### config.mk
export PLATFORM = sky130hd
export DESIGN_NAME = partition_fit_allocator_unit
export DESIGN_NICKNAME = d
export VERILOG_FILES = /design/src/design/pfa_pkg.sv /design/src/design/pfa_ram.sv /design/src/design/pfa_select.sv /design/src/design/partition_fit_allocator_unit.sv
export SDC_FILE = /design/constraint.sdc
export NUM_CORES = 1
export LEC_CHECK = 0
export BUFFER_PORTS_ARGS = -buffer_cell sky130_fd_sc_hd__buf_2
export CAP_MARGIN = 30
export CORE_UTILIZATION = 44
export CTS_BUF_LIST = sky130_fd_sc_hd__clkbuf_4 sky130_fd_sc_hd__clkbuf_8
export DETAILED_ROUTE_END_ITERATION = 7
export SYNTH_ARGS = -nofsm -noshare
export SYNTH_HDL_FRONTEND = slang
export SYNTH_SLANG_ARGS = --single-unit
### constraint.sdc
create_clock -name clock -period 8.6 [get_ports clock]
set_input_delay 0.86 -clock clock [delete_from_list [all_inputs] [get_ports clock]]
set_output_delay 0.86 -clock clock [all_outputs]
set_load 0.1 [all_outputs]
### src/design/pfa_pkg.sv
// pfa_pkg: shared codes and types for the partition fit allocator
// used by pfa_select and partition_fit_allocator_unit; no dependencies
package pfa_pkg;

   localparam int REQ_W = 32;
   localparam int CSR_DATA_W = 5;
   localparam int CSR_INDEX_W = 1;
   localparam int STATUS_W = 2;
   localparam int CHOSEN_W = 4;
   localparam int ENTRY_W = 4;

   localparam logic [1:0] POLICY_FIRST = 2'd0;
   localparam logic [1:0] POLICY_NEXT  = 2'd1;
   localparam logic [1:0] POLICY_BEST  = 2'd2;
   localparam logic [1:0] POLICY_WORST = 2'd3;

   localparam logic CMD_LOAD  = 1'b0;
   localparam logic CMD_ALLOC = 1'b1;

   localparam logic [STATUS_W-1:0] STATUS_ALLOC   = 2'd0;
   localparam logic [STATUS_W-1:0] STATUS_NOFIT   = 2'd1;
   localparam logic [STATUS_W-1:0] STATUS_LOADED  = 2'd2;
   localparam logic [STATUS_W-1:0] STATUS_BAD_IDX = 2'd3;

   localparam logic [CSR_INDEX_W-1:0] CSR_FIT_POLICY = 1'd0;
   localparam logic [CSR_INDEX_W-1:0] CSR_PART_COUNT = 1'd1;

   localparam logic [CSR_DATA_W-1:0] PART_COUNT_RESET = 5'd16;

   typedef struct packed {
      logic       clear;
      logic       sample;
      logic [1:0] policy;
   } sel_ctrl_type;

   typedef struct packed {
      logic found;
      logic grant;
   } sel_status_type;

endpackage

### src/design/pfa_ram.sv
// pfa_ram: generic single-write, single-read ram with registered read data
// no dependencies
module pfa_ram #(
   parameter int WIDTH = 32,
   parameter int DEPTH = 16
) (
   input  logic                     clock,
   input  logic                     wr_en,
   input  logic [$clog2(DEPTH)-1:0] wr_addr,
   input  logic [WIDTH-1:0]         wr_data,
   input  logic [$clog2(DEPTH)-1:0] rd_addr,
   output logic [WIDTH-1:0]         rd_data
);

   logic [WIDTH-1:0] mem_ff [DEPTH];
   logic [WIDTH-1:0] rd_data_ff;

   always_ff @(posedge clock) begin
      if (wr_en) begin
         mem_ff[wr_addr] <= wr_data;
      end
      rd_data_ff <= mem_ff[rd_addr];
   end

   assign rd_data = rd_data_ff;

endmodule

### src/design/pfa_select.sv
// pfa_select: running candidate tracker for the size table scan
// depends on pfa_pkg for policy codes and control/status structs
module pfa_select #(
   parameter int IDX_W = 4
) (
   input  logic                         clock,
   input  logic                         reset,
   input  pfa_pkg::sel_ctrl_type        ctrl,
   input  logic [pfa_pkg::REQ_W-1:0]    req_size,
   input  logic [IDX_W-1:0]             cand_idx,
   input  logic [pfa_pkg::REQ_W-1:0]    cand_size,
   output pfa_pkg::sel_status_type      status,
   output logic [IDX_W-1:0]             pick,
   output logic [pfa_pkg::REQ_W-1:0]    pick_size
);

   logic                      found_ff, found_in;
   logic [IDX_W-1:0]          pick_ff, pick_in;
   logic [pfa_pkg::REQ_W-1:0] size_ff, size_in;
   logic                      hit;
   logic                      take;

   assign hit = cand_size >= req_size;

   always_comb begin
      unique case (ctrl.policy)
         pfa_pkg::POLICY_FIRST,
         pfa_pkg::POLICY_NEXT:  take = hit && !found_ff;
         pfa_pkg::POLICY_BEST:  take = hit && (!found_ff || cand_size < size_ff);
         pfa_pkg::POLICY_WORST: take = !found_ff || cand_size > size_ff;
         default:               take = 1'b0;
      endcase
   end

   always_comb begin
      found_in = found_ff;
      pick_in  = pick_ff;
      size_in  = size_ff;
      if (ctrl.clear) begin
         found_in = 1'b0;
      end else if (ctrl.sample && take) begin
         found_in = 1'b1;
         pick_in  = cand_idx;
         size_in  = cand_size;
      end
   end

   always_ff @(posedge clock) begin
      if (reset) begin
         found_ff <= 1'b0;
      end else begin
         found_ff <= found_in;
      end
      pick_ff <= pick_in;
      size_ff <= size_in;
   end

   assign status.found = found_ff;
   assign status.grant = (ctrl.policy == pfa_pkg::POLICY_WORST) ?
                         (found_ff && size_ff >= req_size) : found_ff;
   assign pick      = pick_ff;
   assign pick_size = size_ff;

endmodule

### src/design/partition_fit_allocator_unit.sv
// partition_fit_allocator_unit: top level of the partition fit allocator
// depends on pfa_pkg, pfa_ram and pfa_select
//
// Requests arrive on req_* (valid/ready). A load request writes one entry
// of the base and size tables and answers in the next cycle. An allocate
// request scans the size table one entry per cycle through the size ram's
// single read port, tracks the candidate for the current fit policy, then
// reads the chosen base and writes back the shrunk size and advanced base.
// A granted allocate passes the scan, wait, decide and update states before
// it answers, one that finds nothing answers from decide, and with no
// entries in use it answers in the next cycle. One request is in work at a
// time; the next is taken once the unit is back in idle and the response
// register is empty or being drained.
// Responses sit in an output register on rsp_* until rsp_ready is high;
// a stalled receiver holds the response and blocks new requests.
// Reset clears the control state, the next fit start entry and the csr
// registers (first fit, 16 entries); table contents are undefined until
// loaded. csr_* writes take effect at once; the user must make them while
// idle, and the block itself does not enforce this.
module partition_fit_allocator_unit #(
   parameter int MAX_PARTITIONS = 16,
   parameter int ADDR_BITS = 32
) (
   input  logic                                 clock,
   input  logic                                 reset,
   input  logic                                 req_valid,
   output logic                                 req_ready,
   input  logic                                 req_command,
   input  logic [pfa_pkg::ENTRY_W-1:0]          req_entry_index,
   input  logic [31:0]                          req_entry_base,
   input  logic [31:0]                          req_entry_size,
   input  logic [pfa_pkg::REQ_W-1:0]            req_request_size,
   output logic                                 rsp_valid,
   input  logic                                 rsp_ready,
   output logic [pfa_pkg::STATUS_W-1:0]         rsp_status,
   output logic [pfa_pkg::CHOSEN_W-1:0]         rsp_chosen_partition,
   output logic [31:0]                          rsp_granted_address,
   input  logic                                 csr_write_en,
   input  logic [pfa_pkg::CSR_INDEX_W-1:0]      csr_index,
   input  logic [pfa_pkg::CSR_DATA_W-1:0]       csr_wdata
);

   localparam int IDX_W = $clog2(MAX_PARTITIONS);
   localparam int CNT_W = $clog2(MAX_PARTITIONS + 1);
   localparam int WIDE_W = 9;

   localparam logic [2:0] S_IDLE   = 3'd0;
   localparam logic [2:0] S_SCAN   = 3'd1;
   localparam logic [2:0] S_WAIT   = 3'd2;
   localparam logic [2:0] S_DECIDE = 3'd3;
   localparam logic [2:0] S_UPDATE = 3'd4;

   logic [2:0]                     state_ff, state_in;
   logic [CNT_W-1:0]               cursor_ff, cursor_in;
   logic [CNT_W-1:0]               issued_ff, issued_in;
   logic                           rd_vld_ff, rd_vld_in;
   logic [IDX_W-1:0]               rd_idx_ff, rd_idx_in;
   logic [pfa_pkg::REQ_W-1:0]      req_size_ff, req_size_in;
   logic [IDX_W-1:0]               start_ff, start_in;
   logic [IDX_W-1:0]               next_start_ff, next_start_in;
   logic [1:0]                     policy_ff;
   logic [pfa_pkg::CSR_DATA_W-1:0] count_ff;

   logic                           rsp_valid_ff, rsp_valid_in;
   logic [pfa_pkg::STATUS_W-1:0]   rsp_status_ff, rsp_status_in;
   logic [pfa_pkg::CHOSEN_W-1:0]   rsp_chosen_ff, rsp_chosen_in;
   logic [31:0]                    rsp_addr_ff, rsp_addr_in;

   logic [WIDE_W-1:0]              used_wide;
   logic [CNT_W-1:0]               used_n;
   logic                           accept;
   logic                           bad_index;
   logic [IDX_W-1:0]               load_idx;
   logic [CNT_W-1:0]               cursor_next;
   logic [CNT_W-1:0]               pick_next;
   logic [CNT_W-1:0]               start_next;
   logic [IDX_W-1:0]               first_start;

   logic                           size_wr_en, base_wr_en;
   logic [IDX_W-1:0]               wr_addr;
   logic [pfa_pkg::REQ_W-1:0]      size_wr_data;
   logic [ADDR_BITS-1:0]           base_wr_data;
   logic [pfa_pkg::REQ_W-1:0]      size_rd_data;
   logic [ADDR_BITS-1:0]           base_rd_data;

   pfa_pkg::sel_ctrl_type          sel_ctrl;
   pfa_pkg::sel_status_type        sel_status;
   logic [IDX_W-1:0]               sel_pick;
   logic [pfa_pkg::REQ_W-1:0]      sel_pick_size;

   assign used_wide = (WIDE_W'(count_ff) > WIDE_W'(MAX_PARTITIONS)) ?
                      WIDE_W'(MAX_PARTITIONS) : WIDE_W'(count_ff);
   assign used_n    = used_wide[CNT_W-1:0];

   assign req_ready = (state_ff == S_IDLE) && (!rsp_valid_ff || rsp_ready);
   assign accept    = req_valid && req_ready;

   assign bad_index = WIDE_W'(req_entry_index) >= WIDE_W'(MAX_PARTITIONS);
   assign load_idx  = IDX_W'(req_entry_index);

   assign cursor_next = (cursor_ff + CNT_W'(1) == used_n) ? '0 : cursor_ff + CNT_W'(1);
   assign pick_next   = (CNT_W'(sel_pick) + CNT_W'(1) == used_n) ? '0 :
                        CNT_W'(sel_pick) + CNT_W'(1);
   assign start_next  = (CNT_W'(start_ff) + CNT_W'(1) == used_n) ? '0 :
                        CNT_W'(start_ff) + CNT_W'(1);
   assign first_start = (policy_ff == pfa_pkg::POLICY_NEXT &&
                         CNT_W'(next_start_ff) < used_n) ? next_start_ff : '0;

   // csr registers
   always_ff @(posedge clock) begin
      if (reset) begin
         policy_ff <= pfa_pkg::POLICY_FIRST;
         count_ff  <= pfa_pkg::PART_COUNT_RESET;
      end else if (csr_write_en) begin
         unique case (csr_index)
            pfa_pkg::CSR_FIT_POLICY: policy_ff <= csr_wdata[1:0];
            pfa_pkg::CSR_PART_COUNT: count_ff  <= csr_wdata;
            default: ;
         endcase
      end
   end

   always_comb begin
      state_in      = state_ff;
      cursor_in     = cursor_ff;
      issued_in     = issued_ff;
      rd_vld_in     = 1'b0;
      rd_idx_in     = rd_idx_ff;
      req_size_in   = req_size_ff;
      start_in      = start_ff;
      next_start_in = next_start_ff;
      rsp_valid_in  = rsp_valid_ff && !rsp_ready;
      rsp_status_in = rsp_status_ff;
      rsp_chosen_in = rsp_chosen_ff;
      rsp_addr_in   = rsp_addr_ff;
      size_wr_en    = 1'b0;
      base_wr_en    = 1'b0;
      wr_addr       = load_idx;
      size_wr_data  = req_entry_size;
      base_wr_data  = ADDR_BITS'(req_entry_base);
      sel_ctrl.clear  = 1'b0;
      sel_ctrl.sample = rd_vld_ff;
      sel_ctrl.policy = policy_ff;

      unique case (state_ff)
         S_IDLE: begin
            if (accept) begin
               rsp_chosen_in = '0;
               rsp_addr_in   = '0;
               if (req_command == pfa_pkg::CMD_LOAD) begin
                  rsp_valid_in = 1'b1;
                  if (bad_index) begin
                     rsp_status_in = pfa_pkg::STATUS_BAD_IDX;
                  end else begin
                     rsp_status_in = pfa_pkg::STATUS_LOADED;
                     size_wr_en    = 1'b1;
                     base_wr_en    = 1'b1;
                  end
               end else if (used_n == '0) begin
                  rsp_valid_in  = 1'b1;
                  rsp_status_in = pfa_pkg::STATUS_NOFIT;
               end else begin
                  req_size_in    = req_request_size;
                  start_in       = first_start;
                  cursor_in      = CNT_W'(first_start);
                  issued_in      = '0;
                  sel_ctrl.clear = 1'b1;
                  state_in       = S_SCAN;
               end
            end
         end
         S_SCAN: begin
            rd_vld_in = 1'b1;
            rd_idx_in = cursor_ff[IDX_W-1:0];
            cursor_in = cursor_next;
            issued_in = issued_ff + CNT_W'(1);
            if (issued_ff == used_n - CNT_W'(1)) begin
               state_in = S_WAIT;
            end
         end
         S_WAIT: begin
            state_in = S_DECIDE;
         end
         S_DECIDE: begin
            if (sel_status.grant) begin
               if (policy_ff == pfa_pkg::POLICY_NEXT) begin
                  next_start_in = pick_next[IDX_W-1:0];
               end
               state_in = S_UPDATE;
            end else begin
               if (policy_ff == pfa_pkg::POLICY_NEXT) begin
                  next_start_in = start_next[IDX_W-1:0];
               end
               rsp_valid_in  = 1'b1;
               rsp_status_in = pfa_pkg::STATUS_NOFIT;
               state_in      = S_IDLE;
            end
         end
         S_UPDATE: begin
            wr_addr       = sel_pick;
            size_wr_en    = 1'b1;
            base_wr_en    = 1'b1;
            size_wr_data  = sel_pick_size - req_size_ff;
            base_wr_data  = base_rd_data + ADDR_BITS'(req_size_ff);
            rsp_valid_in  = 1'b1;
            rsp_status_in = pfa_pkg::STATUS_ALLOC;
            rsp_chosen_in = pfa_pkg::CHOSEN_W'(sel_pick);
            rsp_addr_in   = 32'(base_rd_data);
            state_in      = S_IDLE;
         end
         default: begin
            state_in = S_IDLE;
         end
      endcase
   end

   always_ff @(posedge clock) begin
      if (reset) begin
         state_ff      <= S_IDLE;
         rd_vld_ff     <= 1'b0;
         next_start_ff <= '0;
         rsp_valid_ff  <= 1'b0;
      end else begin
         state_ff      <= state_in;
         rd_vld_ff     <= rd_vld_in;
         next_start_ff <= next_start_in;
         rsp_valid_ff  <= rsp_valid_in;
      end
      cursor_ff     <= cursor_in;
      issued_ff     <= issued_in;
      rd_idx_ff     <= rd_idx_in;
      req_size_ff   <= req_size_in;
      start_ff      <= start_in;
      rsp_status_ff <= rsp_status_in;
      rsp_chosen_ff <= rsp_chosen_in;
      rsp_addr_ff   <= rsp_addr_in;
   end

   pfa_ram #(
      .WIDTH (pfa_pkg::REQ_W),
      .DEPTH (MAX_PARTITIONS)
   ) u_size_ram (
      .clock   (clock),
      .wr_en   (size_wr_en),
      .wr_addr (wr_addr),
      .wr_data (size_wr_data),
      .rd_addr (cursor_ff[IDX_W-1:0]),
      .rd_data (size_rd_data)
   );

   pfa_ram #(
      .WIDTH (ADDR_BITS),
      .DEPTH (MAX_PARTITIONS)
   ) u_base_ram (
      .clock   (clock),
      .wr_en   (base_wr_en),
      .wr_addr (wr_addr),
      .wr_data (base_wr_data),
      .rd_addr (sel_pick),
      .rd_data (base_rd_data)
   );

   pfa_select #(
      .IDX_W (IDX_W)
   ) u_select (
      .clock     (clock),
      .reset     (reset),
      .ctrl      (sel_ctrl),
      .req_size  (req_size_ff),
      .cand_idx  (rd_idx_ff),
      .cand_size (size_rd_data),
      .status    (sel_status),
      .pick      (sel_pick),
      .pick_size (sel_pick_size)
   );

   assign rsp_valid            = rsp_valid_ff;
   assign rsp_status           = rsp_status_ff;
   assign rsp_chosen_partition = rsp_chosen_ff;
   assign rsp_granted_address  = rsp_addr_ff;

endmodule

==> results of run 1 <==
==> layer usage <==
| metal | track usage, % | part of all wire (%) | up-vias |
|---|---|---|---|
| li1 | - | - | 12700 |
| met1 | 35.1 | 45 | 15300 |
| met3 | 4.84 | 8.3 | 180 |
| met5 | 0 | 0 | - |
| met2 | 34.6 | 44 | 1290 |
| met4 | 6.14 | 1.9 | 0 |
==> cell usage in the layout (no fill, tap or decap), types with 17 or more instances in the layout <==
master	instances
inv_1	102
o21ai_0	173
xnor2_1	36
nand3_1	35
clkbuf_4	76
a221oi_1	34
and3_1	55
buf_4	101
a21o_1	52
nor2_4	17
ha_1	135
nor3_1	21
nor2_1	63
mux2_2	25
a22oi_1	33
dfxtp_1	80
nand2_1	170
mux4_2	224
a21oi_1	110
xor2_1	38
edfxtp_1	1148
mux2i_1	106
buf_2	160
clkbuf_8	208
clkinv_1	34
==> synth_stat cells, drive strengths merged (10+ instances only) <==
master / n / share of area [%]
nand2: 173 / 1.3
and2: 14 / 0.17
inv: 102 / 0.75
mux4: 224 / 9.8
xnor2: 36 / 0.61
nand4: 14 / 0.17
o21ai: 174 / 1.7
nand2b: 16 / 0.20
a211oi: 15 / 0.22
nor2b: 16 / 0.20
a31oi: 16 / 0.20
and3: 55 / 0.67
o21a: 13 / 0.19
buf: 45 / 0.38
edfxtp: 1148 / 67
xor2: 38 / 0.65
nand3: 36 / 0.36
a22oi: 33 / 0.48
mux2i: 106 / 2.1
o211ai: 10 / 0.16
nor2: 81 / 0.59
a221oi: 34 / 0.58
nor3: 21 / 0.20
clkbuf: 84 / 0.61
a21o: 52 / 0.76
a21oi: 110 / 1.1
ha: 135 / 3.3
mux2: 25 / 0.55
dfxtp: 81 / 3.2
==> metrics by stage <==
step                setup slack [ns]  power, W  hold WS (ns)  std cells
floorplan                       1.42   0.00755         0.400       3010
global placement                4.17   0.00790         0.401       4639
detailed placement              4.44   0.00793         0.420       4657
CTS                             4.61    0.0131        0.0653       5014
global route                    4.33    0.0134         0.116       5018
finish                          4.58    0.0130         0.165       5018
==> flip-flops by register name, summed over array words and instances (netlist names), 32 cells and up <==
name	flops
rsp_granted_address	32
req_size_ff	32
u_select.pick_size	32
u_size_ram.rd_data	32
u_base_ram.mem_ff	512
u_size_ram.mem_ff	512
u_base_ram.rd_data	32
==> report_power, final <==
group          internal (W)  switching (W)  leakage, nW
logic              0.000407       0.000680         7.48
registers           0.00665      0.0000756         11.1
clock network       0.00284        0.00230         2.14
==> final cells by class <==
class	count	area [µm²]
Fill cell	9405	56400
Sequential cell	1229	36100
Multi-Input combinational cell	1550	14500
Clock buffer	284	3430
Tap cell	1512	1890
Timing Repair Buffer	267	1690
Clock inverter	73	622
Inverter	102	383
Antenna cell	1	2.50
==> logic make-up after synthesis <==
group,count (synthesis),share of synthesized area [%]
buffers and inverters,231,1.74
DFF,1229,70.4
xor gates and xnor gates,74,1.26
and+or+nand+nor,466,4.41
adders and majority gates,137,3.37
AOI/OAI and AO/OA,518,6.38
muxes,355,12.5
==> worst max-delay path, cell delays in order, from the launching register on <==
cell     delay (ns)
dfxtp_1        0.39
or2_2          0.39
nor3_1         0.35
nand2_1        0.26
nor2_1         0.14
a22o_1         0.15
nand2_1        0.24
nor2_4         0.39
buf_4          0.55
buf_4          0.70
==> path summary, 6_finish.rpt <==
| check | from | endpoint | slack (ns) | depth (start not counted) |
|---|---|---|---|---|
| setup reg to reg | state_ff[0]$_SDFFE_PP0P_ | u_base_ram.mem_ff[13][19]$_DFFE_PP_ | 4.58 | 9 |
| setup / recovery | state_ff[0]$_SDFFE_PP0P_ | u_base_ram.mem_ff[13][19]$_DFFE_PP_ | 4.58 | 9 |
| hold / removal | req_request_size[25] | req_size_ff[25]$_DFFE_PP_ | 0.17 | 1 |
| hold reg to reg | rd_idx_ff[2]$_DFFE_PP_ | u_select.pick[2]$_DFFE_PP_ | 0.42 | 0 |
==> metrics.md, run 1 <==
| Metric | Value |
|---|---|
| Outcome | finished, final reports clean |
| Final Instance Area | 58,600 µm² |
| Via-to-Cell Ratio | a little under 6 |
| Clock sinks | 1,229 |
| Final Hold Viols | 0 |
| Hold crit path type | in2reg |
| PD cells | between 200 and 250 nW/µm² |
| Hold buffers post-CTS | 0 |
| Mapped Area | between 50,000 and 60,000 µm² |
| RSZ-0062 raised after global routing | false |
| Clk pin slew, worst setup/hold paths | approximately 0.06 ns |
| Area of the core | between 100,000 and 150,000 µm² |
| Post-synthesis register bit count | 1,229 |
| Pins Over Slew Limit | 0 |
| Drt total wl | 137,000 µm |
| GRT Overall Usage | a little under a quarter |
| Final setup violation count | 0 |
| Mapped Nets | between 3,000 and 4,000 |
| Maximum vdd drop | 0.000172 V |
| Tightest Pin Transition | 1.06 ns |
| Clock period minus worst slack | 4.02 ns |
| Share of synthesized registers carrying an async set or reset | 0% |
| Seq/Total Area, Yosys | a little over 70% |
| Clock tree buffer depth | 3 |
| H-tree levels | 4 |
| I/O pins | 152 |
| Worst Path Required | approximately 9.1 ns |
| Cells after Synth | 3,010 |
| Fmax | between 200 and 250 MHz |
| Post-cts sizing count | 0 |
| Remaining DRCs | 0 |
| Most used DFF post-synth | edfxtp_1 |
| Count of unique library cells instantiated by Yosys | 72 |
| RePlAce Congestion | 0.928 |
| Tcrit/Tclk final | between 40% and 50% |
| Final net count | between 3,000 and 4,000 |
| Max cap viols | 0 |
| Buffers on Ports | 151 |
| Post-CTS setup buffers | 0 |
| Die footprint | 118,000 µm² |
| Post-Route Skew | 0.0463 ns |
| Std-Cell Rows | 124 |
| Worst Setup Start Kind | flop |
| Die X-Extent | 343 µm |
| Clk root buf | clkbuf_8 |
| Setup TNS | 0 ns |
| WP data arrival | 4.50 ns |
| Placed instance area | 54,500 µm² |
| Crit Path Category | reg2reg |
| DR pass1 iterations | 5 |
| Area Overhead vs Synth | 14.2% |
| Initial DRC count | 3,361 |
| Leakage power | a little over 20 nW |
| Number of global-route vias before repair | 29,700 |
| Crit path max fanout | 33 |
| Max-slew headroom | around 29% |
| Average cell area after synthesis | 17.0 µm² |
| TritonCTS buffer count | slightly below 200 |
| Clk_lat worst skew | roughly 0.87 ns |
| Fin util | between 50 and 60% |
| Pin count of the biggest net entering global routing | 132 |
| Total global routing overflow | 0 |
| Chip height | 343 µm |
| Wire per inst | 27.3 µm |
| Initial antenna violation count | 6 |
| First-pass GRT wire length | 198,000 µm |
| Dpl hpwl | 81,100 µm |
| Synth Warn # | 0 |
| Initial core utilization | 44.6% |
| CTS tree | yes |
| Post-DRT Antenna Nets | 0 |
| Via Count | approximately 30,000 |
| Share of layout cells above drive strength 1 | approximately a quarter |
| Setup crit end kind | flop |
| Number of flops mapped to enable cells by yosys | roughly 1,100 |
Note: power is estimated with default switching activity, not from simulation.
==> run 2, diff against run 1 <==
==> constraint.sdc (replaced) <==
create_clock -name clock -period 4.1 [get_ports clock]
set_input_delay 0.41 -clock clock [delete_from_list [all_inputs] [get_ports clock]]
set_output_delay 0.41 -clock clock [all_outputs]
set_load 0.1 [all_outputs]
==> run 2 against run 1 <==
Die area is the same; combinational power grew 120%; critical path depth grew 4; via count rose by 0.83%; sequential share of layout area down 1.2 points; sequential power increased by 110%; global-route usage rose by 0.47 points; sequential cell count is the same; clock skew down 0.0021 ns; final area grew 2.1%; critical path type unchanged; largest power group unchanged.
==> metrics.md, run 2 (same netlist as run 1, synthesis figures left out) <==
| Metric | Value |
|---|---|
| Final net count | between 3,000 and 4,000 |
| Most frequent cells in the layout | edfxtp_1 (1,148), mux4_2 (224), clkbuf_8 (211) |
| Pin count of the biggest net entering global routing | roughly 130 |
| Buffers on Ports | 151 |
| Most common cell after layout, fill and taps aside | edfxtp_1 |
| Final Hold Viols | 0 |
| Top Layer Used | met5 |
| Post-DRT Antenna Nets | 0 |
| Fmax | 263 MHz |
| Outcome | finished, final reports clean |
| Final setup margin | 0.292 ns |
| Die X-Extent | 343 µm |
| R2r endpoint | u_base_ram.mem_ff[10][18]$_DFFE_PP_ |
| Post-Route Skew | 0.0442 ns |
| Pins Over Slew Limit | 0 |
| Final setup violation count | 0 |
| Clk pin slew, worst setup/hold paths | roughly 0.07 ns |
| CTS tree | yes |
| FF-to-FF path depth | 13 |
| Post-CTS setup buffers | 0 |
| Met1 WL | 60,800 µm |
| Largest registers | u_base_ram.mem_ff (512), u_size_ram.mem_ff (512) |
| Max-slew headroom | 31.9% |
| I/O pins | 152 |
| Area of the core | around 110,000 µm² |
| Via Count | 29,700 |
| Clk pwr share | 39.6% |
| Clock tree buffer depth | 3 |
| Worst Setup EP | u_base_ram.mem_ff[10][18]$_DFFE_PP_ |
| Chip height | between 300 and 400 µm |
| Initial core utilization | roughly 45% |
| WP data arrival | around 4.5 ns |
| TritonCTS buffer count | about 200 |
| Crit path max fanout | 9 |
| Wire per inst | between 20 and 30 µm |
| Max cap viols | 0 |
| RSZ-0062 raised after global routing | false |
| R2R setup slack | 0.29 ns |
| Sw Pwr | 0.00651 W |
| Worst Path Required | 4.81 ns |
| Hold crit path type | in2reg |
| Share of layout cells above drive strength 1 | roughly a quarter |
| Hold_ws | roughly 0.073 ns |
| Internal | between 0.02 and 0.025 W |
| Dpl hpwl | 83,300 µm |
| Leakage power | 21.2 nW |
| Clk root buf | clkbuf_8 |
| Maximum vdd drop | 0.000333 V |
| Crit Path Category | reg2reg |
| Fin util | 52.0% |
| Comb power frac | 8.6% |
| Sw frac | about a quarter |
| GRT Overall Usage | 23.8% |
| CP Launch Point | req_size_ff[0]$_DFFE_PP_ |
| Worst Setup Start Kind | flop |
| HP Start | req_entry_size[24] |
| DR WL met2 | 64,600 µm |
| Initial antenna violation count | 12 |
| Drt total wl | 139,000 µm |
| Pre-CTS setup slack | ~0.29 ns |
| Clock period minus worst slack | 3.81 ns |
| Clock sinks | 1,229 |
| First-pass GRT wire length | 201,000 µm |
| Setup crit end kind | flop |
| Std-Cell Rows | 124 |
| Via-to-Cell Ratio | 5.81 |
| Total global routing overflow | 0 |
| Area Overhead vs Synth | 16.6% |
| Number of global-route vias before repair | 30,000 |
| Tot Pwr | 0.0273 W |
| Tcrit/Tclk final | just over 90% |
| PD cells | around 460 nW/µm² |
| DR WL met3 | between 10,000 and 15,000 µm |
| H-tree levels | 4 |
| Setup TNS | 0 ns |
| FF-to-FF Start | req_size_ff[0]$_DFFE_PP_ |
| Tightest Pin Transition | ~1 ns |
| RePlAce Congestion | 0.931 |
| Initial DRC count | 2,828 |
| Clk_lat worst skew | 0.89 ns |
| Die footprint | roughly 120,000 µm² |
| Remaining DRCs | 0 |
| Sequential Power Share | 51.8% |
| DR pass1 iterations | 8 |
## run 2: cell types whose count changed in the layout (fill, tap and decap cells not counted), sizes merged
cell         change
bufinv           -2
dlygate4sd3     +65
clkinvlp         -1
clkbuf           +1
diode            +6
clkinv           +3
inv              +3
buf             +18
## run 2: power groups by stage
stage / sequential, W / combinational [W] / clock (W)
floorplan: 0.0145 / 0.00136 / 0
global placement: 0.0144 / 0.00224 / 0
detailed placement: 0.0144 / 0.00229 / 0
CTS: 0.0141 / 0.00235 / 0.0110
global route: 0.0141 / 0.00254 / 0.0116
finish: 0.0141 / 0.00236 / 0.0108
## run 2: layer usage
layer,vias up,GRT usage (%)
met5,-,0
met4,2,6.69
met3,195,4.35
met2,1277,37.1
met1,15300,34.4
li1,12900,-
## run 2: through the flow
step | std cells | instance area (µm²)
after global placement | 4657 | 54900
after detailed placement | 4675 | 55000
final | 5111 | 59800
after CTS | 5101 | 59700
after global routing | 5107 | 59800
after floorplan | 3010 | 51400
## run 2: critical path, cell delays in order (launching register included)
cell and delay, ns:
edfxtp_1 0.40, ha_1 0.21, inv_1 0.06, fa_1 0.40, nor2b_1 0.18, o2111ai_1 0.16
a211oi_1 0.42, o31ai_2 0.19, buf_4 0.18, o211ai_1 0.16, a21oi_1 0.10, xnor2_1 0.14
o21ai_0 0.70, buf_2 0.32
## run 2: how the worst min path moves through the flow
stage / depth (start not counted) / endpoint
after floorplan: 0 / u_select.pick[0]$_DFFE_PP_
after global placement: 0 / u_select.pick[3]$_DFFE_PP_
after detailed placement: 0 / u_select.pick[1]$_DFFE_PP_
after CTS: 4 / u_size_ram.mem_ff[4][24]$_DFFE_PP_
after global routing: 4 / u_size_ram.mem_ff[1][8]$_DFFE_PP_
final: 4 / u_size_ram.mem_ff[7][24]$_DFFE_PP_
## run 2: area by class of cell
cell class | instances | area [µm²]
fillers | 9308 | 55200
flip-flops and latches | 1229 | 36100
multi-input cells | 1550 | 14500
clock buffers | 285 | 3460
repair buffers | 350 | 2820
well taps | 1512 | 1890
clock inverters | 76 | 636
inverters | 102 | 383
diodes | 7 | 17.5
## run 2: what timing repair did
item / in CTS / in global routing
gates resized for setup: 0 / 1
hold buffers: 65 / 0
hold endpoints to repair: 120 / 0
setup endpoints to repair: 0 / 8
